<file path="src/hw/rtl/lpr_pkg.sv">
// ----------------------------------------------------------------------------
// lpr_pkg
// Shared types and constants of the length-prefixed reply parser: parse
// phases, result kinds, character codes and the classified byte record.
// ----------------------------------------------------------------------------
package lpr_pkg;

   // Default width of the element length counter
   localparam int LEN_BITS_DEF = 32;

   // Default depth of the queue between front and back
   localparam int QUEUE_DEPTH_DEF = 2;

   // Character codes
   localparam logic [7:0] CH_LF   = 8'h0A;
   localparam logic [7:0] CH_CR   = 8'h0D;
   localparam logic [7:0] CH_ZERO = 8'h30;
   localparam logic [7:0] CH_NINE = 8'h39;

   // Parse phase of the back end
   typedef enum logic [2:0] {
      PH_LEN    = 3'd0,
      PH_LEN_CR = 3'd1,
      PH_DATA   = 3'd2,
      PH_END    = 3'd3,
      PH_END_CR = 3'd4,
      PH_SEP    = 3'd5,
      PH_SEP_CR = 3'd6
   } phase_type;

   // Result kind
   typedef enum logic [2:0] {
      K_CONSUMED = 3'd0,
      K_PAYLOAD  = 3'd1,
      K_LAST     = 3'd2,
      K_EMPTY    = 3'd3,
      K_DONE     = 3'd4,
      K_NODIGIT  = 3'd5,
      K_BADEND   = 3'd6,
      K_BADSEP   = 3'd7
   } kind_type;

   // Byte with its class, as handed from front to back
   typedef struct packed {
      logic [7:0] data;
      logic       is_digit;
      logic       is_lf;
      logic       is_cr;
      logic [3:0] digit;
   } cls_type;

endpackage

</file>
<file path="src/hw/rtl/lpr_if.sv">
// ----------------------------------------------------------------------------
// lpr_if
// Valid/ready stream interfaces of the reply parser: the byte request
// channel and the classified result channel.
// ----------------------------------------------------------------------------
interface lpr_req_if;
   logic       valid;
   logic       ready;
   logic [7:0] in_byte;

   modport source (output valid, output in_byte, input ready);
   modport sink   (input valid, input in_byte, output ready);
endinterface

interface lpr_rsp_if;
   logic       valid;
   logic       ready;
   logic [7:0] out_byte;
   logic [2:0] kind;

   modport source (output valid, output out_byte, output kind, input ready);
   modport sink   (input valid, input out_byte, input kind, output ready);
endinterface

</file>
<file path="src/hw/rtl/lpr_fifo.sv">
// ----------------------------------------------------------------------------
// lpr_fifo
// Short first-in first-out queue of classified bytes between the front
// and the back end. Push is refused while full.
// ----------------------------------------------------------------------------
module lpr_fifo #(
   parameter int DEPTH = lpr_pkg::QUEUE_DEPTH_DEF
) (
   input  logic            clock,
   input  logic            reset,
   input  logic            push,
   input  lpr_pkg::cls_type push_data,
   output logic            full,
   input  logic            pop,
   output logic            not_empty,
   output lpr_pkg::cls_type pop_data
);
   import lpr_pkg::*;

   localparam int PTR_W = (DEPTH > 1) ? $clog2(DEPTH) : 1;
   localparam int CNT_W = $clog2(DEPTH + 1);

   cls_type            entry_ff [DEPTH];
   logic [PTR_W-1:0]   wr_ptr_ff, wr_ptr_in;
   logic [PTR_W-1:0]   rd_ptr_ff, rd_ptr_in;
   logic [CNT_W-1:0]   fill_ff, fill_in;
   logic               do_push;
   logic               do_pop;

   assign full      = (fill_ff == CNT_W'(DEPTH));
   assign not_empty = (fill_ff != '0);
   assign do_push   = push && !full;
   assign do_pop    = pop && not_empty;
   assign pop_data  = entry_ff[rd_ptr_ff];

   // Advance pointers and fill level
   always_comb begin
      wr_ptr_in = wr_ptr_ff;
      rd_ptr_in = rd_ptr_ff;
      fill_in   = fill_ff;
      if (do_push) begin
         wr_ptr_in = (wr_ptr_ff == PTR_W'(DEPTH - 1)) ? '0 : wr_ptr_ff + 1'b1;
      end
      if (do_pop) begin
         rd_ptr_in = (rd_ptr_ff == PTR_W'(DEPTH - 1)) ? '0 : rd_ptr_ff + 1'b1;
      end
      if (do_push && !do_pop) begin
         fill_in = fill_ff + 1'b1;
      end else if (do_pop && !do_push) begin
         fill_in = fill_ff - 1'b1;
      end
   end

   always_ff @(posedge clock) begin
      if (reset) begin
         wr_ptr_ff <= '0;
         rd_ptr_ff <= '0;
         fill_ff   <= '0;
      end else begin
         wr_ptr_ff <= wr_ptr_in;
         rd_ptr_ff <= rd_ptr_in;
         fill_ff   <= fill_in;
      end
   end

   // Store pushed entries
   always_ff @(posedge clock) begin
      if (do_push) begin
         entry_ff[wr_ptr_ff] <= push_data;
      end
   end

endmodule

</file>
<file path="src/hw/rtl/lpr_front.sv">
// ----------------------------------------------------------------------------
// lpr_front
// Front end: accepts request bytes while the queue has room and tags each
// one as digit, LF or CR, with its decimal digit value.
// ----------------------------------------------------------------------------
module lpr_front (
   lpr_req_if.sink          req,
   input  logic             queue_full,
   output logic             push,
   output lpr_pkg::cls_type push_data
);
   import lpr_pkg::*;

   // Accept whenever the queue can take the transfer
   assign req.ready = !queue_full;
   assign push      = req.valid && !queue_full;

   // Classify the byte
   always_comb begin
      push_data.data     = req.in_byte;
      push_data.is_digit = (req.in_byte >= CH_ZERO) && (req.in_byte <= CH_NINE);
      push_data.is_lf    = (req.in_byte == CH_LF);
      push_data.is_cr    = (req.in_byte == CH_CR);
      push_data.digit    = req.in_byte[3:0];
   end

endmodule

</file>
<file path="src/hw/rtl/lpr_back.sv">
// ----------------------------------------------------------------------------
// lpr_back
// Back end: runs the parse state machine on one classified byte per cycle
// unless rsp stalls, keeps the length counter and registers the result.
// ----------------------------------------------------------------------------
module lpr_back #(
   parameter int LEN_BITS = lpr_pkg::LEN_BITS_DEF
) (
   input  logic             clock,
   input  logic             reset,
   input  logic             item_valid,
   input  lpr_pkg::cls_type item,
   output logic             item_pop,
   lpr_rsp_if.source        rsp
);
   import lpr_pkg::*;

   localparam int PROD_W = LEN_BITS + 4;

   phase_type            phase_ff, phase_in;
   logic [LEN_BITS-1:0]  count_ff, count_in;
   logic                 digit_seen_ff, digit_seen_in;
   logic                 rsp_valid_ff, rsp_valid_in;
   logic [7:0]           out_byte_ff, out_byte_in;
   kind_type             kind_ff, kind_in;

   logic [LEN_BITS-1:0]  add_base;
   logic [PROD_W-1:0]    prod;
   logic [LEN_BITS-1:0]  add_val;
   logic [LEN_BITS-1:0]  dec_val;

   // Take the next byte when the output register is free or being drained
   assign item_pop = item_valid && (!rsp_valid_ff || rsp.ready);

   // Append a decimal digit: count*10 + d, saturating at all ones
   assign add_base = (phase_ff == PH_SEP) ? '0 : count_ff;
   assign prod     = ({4'b0, add_base} << 3) + ({4'b0, add_base} << 1)
                     + PROD_W'(item.digit);
   assign add_val  = (prod[PROD_W-1:LEN_BITS] != '0) ? '1 : prod[LEN_BITS-1:0];

   // Count down payload bytes, holding at zero
   assign dec_val  = (count_ff != '0) ? count_ff - 1'b1 : '0;

   // Next phase
   always_comb begin
      phase_in = phase_ff;
      case (phase_ff)
         PH_LEN: begin
            if (item.is_lf) begin
               phase_in = !digit_seen_ff ? PH_LEN :
                          (count_ff == '0) ? PH_END : PH_DATA;
            end else if (item.is_cr && !item.is_digit) begin
               phase_in = PH_LEN_CR;
            end
         end
         PH_LEN_CR: begin
            if (item.is_lf) begin
               phase_in = !digit_seen_ff ? PH_LEN :
                          (count_ff == '0) ? PH_END : PH_DATA;
            end else begin
               phase_in = PH_LEN;
            end
         end
         PH_DATA: begin
            if (dec_val == '0) begin
               phase_in = PH_END;
            end
         end
         PH_END, PH_END_CR: begin
            if (item.is_lf) begin
               phase_in = PH_SEP;
            end else if (item.is_cr && phase_ff == PH_END) begin
               phase_in = PH_END_CR;
            end else begin
               phase_in = PH_LEN;
            end
         end
         PH_SEP: begin
            if (item.is_cr) begin
               phase_in = PH_SEP_CR;
            end else begin
               phase_in = PH_LEN;
            end
         end
         PH_SEP_CR: begin
            phase_in = PH_LEN;
         end
         default: begin
            phase_in = PH_LEN;
         end
      endcase
   end

   // Result, counter and digit flag
   always_comb begin
      kind_in       = K_CONSUMED;
      out_byte_in   = '0;
      count_in      = count_ff;
      digit_seen_in = digit_seen_ff;
      case (phase_ff)
         PH_LEN, PH_LEN_CR: begin
            if (item.is_digit && phase_ff == PH_LEN) begin
               count_in      = add_val;
               digit_seen_in = 1'b1;
            end else if (item.is_lf) begin
               digit_seen_in = 1'b0;
               if (!digit_seen_ff) begin
                  kind_in  = K_NODIGIT;
                  count_in = '0;
               end else if (count_ff == '0) begin
                  kind_in = K_EMPTY;
               end
            end
         end
         PH_DATA: begin
            out_byte_in = item.data;
            count_in    = dec_val;
            kind_in     = (dec_val == '0) ? K_LAST : K_PAYLOAD;
         end
         PH_END, PH_END_CR: begin
            if (!(item.is_lf || (item.is_cr && phase_ff == PH_END))) begin
               kind_in       = K_BADEND;
               count_in      = '0;
               digit_seen_in = 1'b0;
            end
         end
         PH_SEP: begin
            if (item.is_digit) begin
               count_in      = add_val;
               digit_seen_in = 1'b1;
            end else if (item.is_lf) begin
               kind_in       = K_DONE;
               count_in      = '0;
               digit_seen_in = 1'b0;
            end else if (!item.is_cr) begin
               kind_in       = K_BADSEP;
               count_in      = '0;
               digit_seen_in = 1'b0;
            end
         end
         PH_SEP_CR: begin
            kind_in       = item.is_lf ? K_DONE : K_BADSEP;
            count_in      = '0;
            digit_seen_in = 1'b0;
         end
         default: begin
            count_in      = '0;
            digit_seen_in = 1'b0;
         end
      endcase
   end

   // Hold the result until the receiver takes the transfer
   assign rsp_valid_in = item_pop ? 1'b1 : (rsp.ready ? 1'b0 : rsp_valid_ff);

   always_ff @(posedge clock) begin
      if (reset) begin
         phase_ff      <= PH_LEN;
         count_ff      <= '0;
         digit_seen_ff <= 1'b0;
         rsp_valid_ff  <= 1'b0;
      end else begin
         rsp_valid_ff <= rsp_valid_in;
         if (item_pop) begin
            phase_ff      <= phase_in;
            count_ff      <= count_in;
            digit_seen_ff <= digit_seen_in;
         end
      end
   end

   // Load the result payload
   always_ff @(posedge clock) begin
      if (item_pop) begin
         out_byte_ff <= out_byte_in;
         kind_ff     <= kind_in;
      end
   end

   assign rsp.valid    = rsp_valid_ff;
   assign rsp.out_byte = out_byte_ff;
   assign rsp.kind     = kind_ff;

endmodule

</file>
<file path="src/hw/rtl/length_prefixed_reply_parser.sv">
// ----------------------------------------------------------------------------
// length_prefixed_reply_parser
// Parses a length-prefixed reply stream one byte per cycle while rsp is not stalled.
// ----------------------------------------------------------------------------
// Usage:
//   req carries one stream byte per transfer (in_byte). rsp returns exactly
//   one result per byte: kind and, for payload kinds, out_byte.
//   A message is a series of elements (decimal length line, that many
//   payload bytes, line end) closed by an empty line; LF or CR LF end lines.
//   A byte accepted on req is held in the queue, then its result is loaded
//   into the output register and shown on rsp.
//   Throughput: one byte per cycle while rsp.ready is high; the back end
//   state machine updates its phase and length counter once per byte.
//   A two-entry queue between the byte classifier and the state machine
//   lets each side stall alone; the output register keeps its result while
//   rsp.ready is low, and req.ready drops only once the queue is full.
//   Reset (synchronous, active high) empties the queue and the output
//   register and returns the parser to waiting for a length line.
//   Length values saturate at all ones of LEN_BITS.
// ----------------------------------------------------------------------------
module length_prefixed_reply_parser #(
   parameter int LEN_BITS    = lpr_pkg::LEN_BITS_DEF,
   parameter int QUEUE_DEPTH = lpr_pkg::QUEUE_DEPTH_DEF
) (
   input  logic      clock,
   input  logic      reset,
   lpr_req_if.sink   req,
   lpr_rsp_if.source rsp
);
   import lpr_pkg::*;

   logic    push;
   cls_type push_data;
   logic    queue_full;
   logic    item_valid;
   logic    item_pop;
   cls_type item;

   // Classify incoming bytes
   lpr_front u_front (
      .req        (req),
      .queue_full (queue_full),
      .push       (push),
      .push_data  (push_data)
   );

   // Decouple front and back
   lpr_fifo #(
      .DEPTH (QUEUE_DEPTH)
   ) u_fifo (
      .clock     (clock),
      .reset     (reset),
      .push      (push),
      .push_data (push_data),
      .full      (queue_full),
      .pop       (item_pop),
      .not_empty (item_valid),
      .pop_data  (item)
   );

   // Parse and produce results
   lpr_back #(
      .LEN_BITS (LEN_BITS)
   ) u_back (
      .clock      (clock),
      .reset      (reset),
      .item_valid (item_valid),
      .item       (item),
      .item_pop   (item_pop),
      .rsp        (rsp)
   );

endmodule
</file>
<file path="src/flat_wrapper.sv">
// flat-port wrapper written by rule: the top's interface ports become plain ports
module length_prefixed_reply_parser_flat import lpr_pkg::*;
#(
   parameter int LEN_BITS    = lpr_pkg::LEN_BITS_DEF,
   parameter int QUEUE_DEPTH = lpr_pkg::QUEUE_DEPTH_DEF
)
  (clock, reset, req_valid, req_in_byte, req_ready, rsp_valid, rsp_out_byte, rsp_kind, rsp_ready);
  lpr_req_if req_i ();
  lpr_rsp_if rsp_i ();
  input  logic clock;
  input  logic reset;
  input wire logic [$bits(req_i.valid)-1:0] req_valid;
  input wire logic [$bits(req_i.in_byte)-1:0] req_in_byte;
  output wire logic [$bits(req_i.ready)-1:0] req_ready;
  output wire logic [$bits(rsp_i.valid)-1:0] rsp_valid;
  output wire logic [$bits(rsp_i.out_byte)-1:0] rsp_out_byte;
  output wire logic [$bits(rsp_i.kind)-1:0] rsp_kind;
  input wire logic [$bits(rsp_i.ready)-1:0] rsp_ready;
  assign req_i.valid = req_valid;
  assign req_i.in_byte = req_in_byte;
  assign req_ready = req_i.ready;
  assign rsp_valid = rsp_i.valid;
  assign rsp_out_byte = rsp_i.out_byte;
  assign rsp_kind = rsp_i.kind;
  assign rsp_i.ready = rsp_ready;
  length_prefixed_reply_parser #(.LEN_BITS(LEN_BITS), .QUEUE_DEPTH(QUEUE_DEPTH)) u_core (.clock(clock), .reset(reset), .req(req_i), .rsp(rsp_i));
endmodule
</file>
<file path="config.mk">
export PLATFORM = sky130hd
export DESIGN_NAME = length_prefixed_reply_parser_flat
export DESIGN_NICKNAME = d
export VERILOG_FILES = /design/src/hw/rtl/lpr_pkg.sv /design/src/hw/rtl/lpr_if.sv /design/src/hw/rtl/lpr_fifo.sv /design/src/hw/rtl/lpr_front.sv /design/src/hw/rtl/lpr_back.sv /design/src/hw/rtl/length_prefixed_reply_parser.sv /design/src/flat_wrapper.sv
export SDC_FILE = /design/constraint.sdc
export NUM_CORES = 1
export LEC_CHECK = 0
export BUFFER_PORTS_ARGS = -buffer_cell sky130_fd_sc_hd__buf_2
export CORE_MARGIN = 1
export CORE_UTILIZATION = 40
export CTS_BUF_LIST = sky130_fd_sc_hd__clkbuf_4 sky130_fd_sc_hd__clkbuf_8
export DETAILED_ROUTE_END_ITERATION = 12
export PLACE_DENSITY = 0.68
export SLEW_MARGIN = 5
export SYNTH_ARGS = -nofsm -noshare
export SYNTH_HDL_FRONTEND = slang
export SYNTH_HIERARCHICAL = 1
export SYNTH_SLANG_ARGS = --single-unit
</file>
<file path="constraint.sdc">
create_clock -name clock -period 4.05 [get_ports clock]
set_clock_uncertainty 0.2 [all_clocks]
set_input_delay 0.2025 -clock clock [delete_from_list [all_inputs] [get_ports clock]]
set_output_delay 0.2025 -clock clock [all_outputs]
set_load 0.005 [all_outputs]
</file>
==> flow_summary.yaml, run 1 <==
status:
  status: "finished, final reports clean"
die:
  num_io_pins: 25
  start_util: 0.4105
  core_area_um2: 18770
  die_w_um: 140.8
  rows: 50
  die_area_um2: 19820
  dieHeight_um: 140.8
placement:
  io_buffers: 24
  place.gp.congestion: 1.012
  place_area_um2: 8333
  dp_hpwl_mm: 16.70
clock_tree:
  cts-buffers-inserted: 9
  clk_pin_slew_ns: 0.11
  cts.sinks: 83
  cts_root_buf: "clkbuf_8"
  cts_max_level: 3
  tritoncts: "yes"
  cts_max_path_buffers: 2
  insertion_delay_ns: 0.37
setup_path:
  worstPathRequired_ns: 4.10
  start_kind: "flop"
  path_class: "flop to flop"
  arrival_ns: 4.06
  rrSetupSlack_ns: 0.04
  crit_path_start: "u_core/u_back/phase_ff[1]"
  rr_startpoint: "u_core/u_back/phase_ff[1]"
  critPathMaxFanout: 15
  reg2reg_to: "u_core/u_back/count_ff[15]"
  end_kind: "flop"
  r2r_cells: 16
drt:
  initialDrtViolationCount: 894
  drt_wl_total_mm: 24.23
  drt-wirelength-per-cell_um: 19.29
  viasPerCell: 6.213
  drc: 0
  dr.pass1.iters: 6
  antenna_left: 0
  dr_total_vias: 7804
synth:
  synth.distinct_cells: 81
  ys_seq_area_frac: 0.2689
  syn_area_um2: 7705
  yosysMostFrequentCell: "a21oi_1"
  synth_edf_count: 41
  ys.flop_type: "dfxtp_1"
  synth_top_area_cell: "edfxtp_1"
  netlist_instances: 953
  synthArstFlopShare: 0
  syn_nets: 1032
  synthTopCellsByArea: "edfxtp_1 16%, dfxtp_1 11%, ha_1 11%"
  synth-seq-cells: 83
  netlist_top_cells_count: "103 x a21oi_1, 73 x nand2_1, 65 x ha_1"
  avgSynthCellArea_um2: 8.085
  synth_top_area_frac: 0.1598
  ys_warn_count: 6
sta:
  slew_headroom: 0.2267
  fin_crit_sh: 0.9891
  slew_viol_final: 0
  post-route-min-period_ns: 4.006
  rsz0062_at_grt: "true"
  max_freq_mhz: 249.6
  totalNegativeSetupSlack_ns: 0
  setup-violations-final: 0
  tightest_slew_ns: 1.156
  hold_violations: 0
layout:
  final_nets: 1096
  stdcell_area_um2: 9679
  seq_area_um2: 2074
  num_antenna_cells: 0
  multi_input_area_um2: 6078
  area_growth_pct: 25.63
  drive_above_1_share: 0.2701
  fin_util: 0.5157
  fillers: 1716
grt:
  overflow: 0
  antenna_found_initial: 0
  grt_pass1_vias: 6902
  grt_usage: 0.2308
  grt_max_degree: 43
  grt_pass1_wl_mm: 36.35
run:
  maxCapViolCount: 0
power:
  powerDensity_nw_per_um2: 409.8
  leakage_nw: 3.737
  peakVddDrop_uv: 290.8
worst_hold_path:
  hold_start: "req_valid"
  hp-class: "input port to flop"
  holdPathStages: 5
  min_to: "u_core/u_fifo/wr_ptr_ff"
## repair_timing
action | 4_1_cts | 5_1_grt
gates cloned | 1 | 2
endpoints found under the setup margin | 30 | 32
hold buffers | 9 | 0
buffers inserted | 2 | 15
resized for setup | 22 | 135
pin swaps | 2 | 60
endpoints found under the hold margin | 27 | 0
## routing by layer
metal / GRT usage / wire [um] / vias to the layer above
met5: 0 / 0 / -
met4: 0.07838 / 791 / 0
met3: 0.03567 / 1643 / 59
met2: 0.3744 / 11460 / 326
met1: 0.3119 / 10330 / 3712
li1: - / - / 3707
## worst max-delay path, cell delays in order, from the launching register on
cell and delay, ns:
dfxtp_2 0.33, nand3b_1 0.16, buf_6 0.15, bufbuf_16 0.28, and2_1 0.20, ha_1 0.34
ha_4 0.18, a21o_1 0.22, buf_4 0.15, a311oi_4 0.31, o22ai_2 0.12, o211ai_1 0.16
a21oi_1 0.12, a32oi_2 0.37, buf_6 0.21, a2111oi_4 0.06, nor4_1 0.31
## stage by stage
step / instances / power [mW] / setup slack, ns / hold WS, ns
2_1_floorplan: 953 / 2.625 / 0.02076 / 0.07157
3_3_place_gp: 1212 / 3.176 / -0.1422 / 0.2253
3_5_place_dp: 1212 / 3.196 / -0.1556 / 0.2274
4_1_cts: 1240 / 3.844 / -0.01921 / 0.1210
5_1_grt: 1256 / 4.210 / -0.06673 / 0.1779
6_report: 1256 / 3.966 / 0.04432 / 0.1370
## flip-flops by register name, indices dropped and copies added, names as in the netlist, named ones only
register	count
u_core/u_fifo/rd_ptr_ff	1
u_core/u_back/rsp.kind	3
u_core/u_fifo/fill_ff	2
u_core/u_back/digit_seen_ff	1
u_core/u_fifo/entry_ff	30
u_core/u_back/rsp.valid	1
u_core/u_back/rsp.out_byte	8
u_core/u_back/phase_ff	3
u_core/u_fifo/wr_ptr_ff	1
u_core/u_back/count_ff	32
## power by group
group | internal (mW) | switching, mW
Combinational | 0.848 | 1.37
Clock | 0.246 | 0.376
Sequential | 1.06 | 0.0635
Total | 2.15 | 1.81
## cell type report
class / count / share of cell area
multi-input cells: 778 / 0.6280
flip-flops and latches: 83 / 0.2143
repair buffers: 124 / 0.09863
well taps: 234 / 0.03025
clock buffers: 9 / 0.01280
inverters: 21 / 0.008144
clock inverters: 7 / 0.007885
## worst max-delay path by stage
stage | endpoint | slack, ns | depth (start not counted)
finish | u_core/u_back/count_ff[15] | 0.04 | 16
global route | u_core/u_back/count_ff[15] | -0.07 | 16
CTS | u_core/u_back/count_ff[17] | -0.02 | 15
detailed placement | u_core/u_back/count_ff[3] | -0.16 | 14
global placement | u_core/u_back/count_ff[3] | -0.14 | 14
floorplan | u_core/u_back/count_ff[21] | 0.02 | 17
## kinds of logic after synthesis
kind of cell             count (synthesis)  synth area share
flip-flops                              83            0.2689
AO/OA/AOI/OAI                          310            0.2530
buffers and inverters                   92           0.05554
multiplexers                            22           0.03118
XOR/XNOR                                35           0.03979
adder cells (fa/ha/maj)                 67            0.1108
AND/OR/NAND/NOR                        344            0.2408
## placed cells by master (no fill, tap or decap), types with 12 or more instances in the layout
cell type	instances
a21oi_1	90
buf_4	81
nand2_1	69
nor2_1	63
o21ai_0	51
edfxtp_1	41
dfxtp_1	40
ha_4	39
and2_1	30
nor3_1	29
buf_2	25
ha_1	21
o21ai_1	20
inv_1	19
nand3_1	18
or3_1	18
xnor2_1	18
xor2_1	17
a31oi_1	16
mux2_2	16
nand2b_1	13
a21o_1	12
Power figures use the tool's default switching activity.
==> inputs of run 2 (changes only) <==
CORE_UTILIZATION = 45   (was 40)
PLACE_DENSITY = 0.74   (was 0.68)
==> run 2 against run 1 <==
Against the previous run:
- combinational power about the same
- design area decreased by 1.1%
- global-route usage increased by 3.3 points
- setup slack got worse by 0.025 ns
- cell count decreased by 1.1%
- critical path type unchanged
- critical endpoint is now u_core/u_back/count_ff[14]
- largest cell class unchanged
==> flow_summary.yaml, run 2 (synthesis gave the netlist of run 1 again) <==
status:
  status: "finished, final reports clean"
setup_path:
  worstPathRequired_ns: 4.15
  start_kind: "flop"
  rr_startpoint: "u_core/u_back/phase_ff[1]"
  path_class: "flop to flop"
  cp_slowest_cell: "ha_1"
  r2r_cells: 17
  critical-path-max-stage-delay_ns: 0.34
  rrSetupSlack_ns: 0.02
  reg2reg_to: "u_core/u_back/count_ff[14]"
  end_kind: "flop"
  worstPathCellList: "nand3b_1, buf_6, bufbuf_16, and2_1, ha_1, ha_4, o211ai_1, o21ai_2, a41o_1, o211a_4, o211ai_1, buf_4, a32oi_4, a211oi_4, buf_4, clkbuf_16, a21oi_1"
  critPathMaxFanout: 15
  arrival_ns: 4.13
worst_hold_path:
  hold_start: "req_valid"
  holdPathStages: 5
  hp-class: "input port to flop"
  min_to: "u_core/u_fifo/wr_ptr_ff"
grt:
  grt_max_degree: 43
  grt_pass1_vias: 7329
  grt_usage: 0.2637
  antenna_found_initial: 0
  met2_usage: 0.4267
  grt_use_met3: 0.05096
  met1_usage: 0.3352
  overflow: 0
  grt_pass1_wl_mm: 37.21
  grt_busiest_layer: "met2"
die:
  die_area_um2: 17650
  rows: 47
  core_area_um2: 16640
  dieHeight_um: 132.9
  start_util: 0.4630
  die_w_um: 132.9
  num_io_pins: 25
sta:
  whs_ns: 0.1372
  setup-violations-final: 0
  post-route-min-period_ns: 4.031
  slew_headroom: 0.1337
  totalNegativeSetupSlack_ns: 0
  rsz0062_at_grt: "true"
  hold_violations: 0
  max_freq_mhz: 248.1
  layout_setup_ws_ns: 0.01927
  tightest_slew_ns: 1.295
  slew_viol_final: 0
  fin_crit_sh: 0.9952
clock_tree:
  cts_max_level: 3
  insertion_delay_ns: 0.38
  cts_max_path_buffers: 2
  cts.sinks: 83
  cts-buffers-inserted: 9
  clk_pin_slew_ns: 0.10
  tritoncts: "yes"
  cts_root_buf: "clkbuf_8"
placement:
  place_ws_ns: -0.1030
  dp_hpwl_mm: 16.41
  place.gp.congestion: 0.9684
  place_area_um2: 8275
  io_buffers: 24
layout:
  final_nets: 1096
  drive_above_1_share: 0.2632
  final_common_cell: "buf_4"
  fillers: 1386
  layout_common_cells: "82 x buf_4, 79 x a21oi_1, 67 x nand2_1"
  area_growth_pct: 24.24
  fin_util: 0.5752
  regMostFlops: "u_core/u_back/count_ff"
  num_antenna_cells: 0
  stdcell_area_um2: 9573
  largest_reg_flops: 32
drt:
  drt_wl_total_mm: 24.61
  antenna_left: 0
  drt-wirelength-per-cell_um: 19.82
  dr_total_vias: 7995
  drc: 0
  initialDrtViolationCount: 1022
  dr.pass1.iters: 5
  viasPerCell: 6.437
power:
  powerDensity_nw_per_um2: 421.2
  leakage_nw: 3.780
  peakVddDrop_uv: 350.8
run:
  maxCapViolCount: 0
run 2: cell count changes in the layout (fill, tap and decap cells not counted), sizes merged:
cell,change
clkbuf,+1
bufinv,+1
clkinv,-1
buf,-2
a32oi,+1
run 2: routing by layer:
| layer | routed length (um) | share of wire |
|---|---|---|
| met3 | 1842 | 0.075 |
| met4 | 1139 | 0.046 |
| met5 | 0 | 0 |
| met1 | 10230 | 0.42 |
| met2 | 11400 | 0.46 |
run 2: through the flow:
step | instances | power [mW]
2_1_floorplan | 953 | 2.625
3_3_place_gp | 1191 | 3.199
3_5_place_dp | 1191 | 3.219
4_1_cts | 1226 | 3.921
5_1_grt | 1242 | 4.241
6_report | 1242 | 4.032
run 2: repair_timing:
action,in CTS,in global routing
setup buffers,7,15
pin swaps,10,41
hold buffers,9,0
resized for setup,34,104
cloned,3,1
hold endpoints to repair,27,0
setup endpoints to repair,30,32
run 2: layout make-up:
cell class,count,area (um^2),area share
multi-input cells,779,5972,0.6238
flip-flops and latches,83,2073,0.2166
repair buffers,123,968.4,0.1012
well taps,220,275.3,0.02875
clock buffers,9,123.9,0.01294
clock inverters,7,81.33,0.008496
inverters,21,78.83,0.008234
run 2: worst max-delay path: cells and delay by family, from the launching register on:
family | cells | cell delay (ns)
compound gates | 8 | 1.45
buf+inv | 5 | 0.94
fa+ha+maj | 2 | 0.64
simple gates | 2 | 0.40
flops | 1 | 0.32
run 2: power breakdown:
part | internal [mW] | leakage (nW) | switching, mW
logic | 0.870 | 2.94 | 1.38
clock network | 0.296 | 0.107 | 0.360
registers | 1.06 | 0.729 | 0.0661
run 2: how the worst max path moves through the flow:
| stage | cells after the start | to | start | slack, ns |
|---|---|---|---|---|
| final | 17 | u_core/u_back/count_ff[14] | u_core/u_back/phase_ff[1] | 0.02 |
| after global routing | 17 | u_core/u_back/count_ff[14] | u_core/u_back/phase_ff[1] | -0.13 |
| after global placement | 13 | u_core/u_back/count_ff[0] | u_core/u_back/phase_ff[1] | -0.006 |
| after CTS | 16 | u_core/u_back/count_ff[16] | u_core/u_back/phase_ff[1] | -0.004 |
| after floorplan | 17 | u_core/u_back/count_ff[21] | u_core/u_back/phase_ff[1] | 0.02 |
| after detailed placement | 14 | u_core/u_back/count_ff[15] | u_core/u_back/phase_ff[1] | -0.10 |
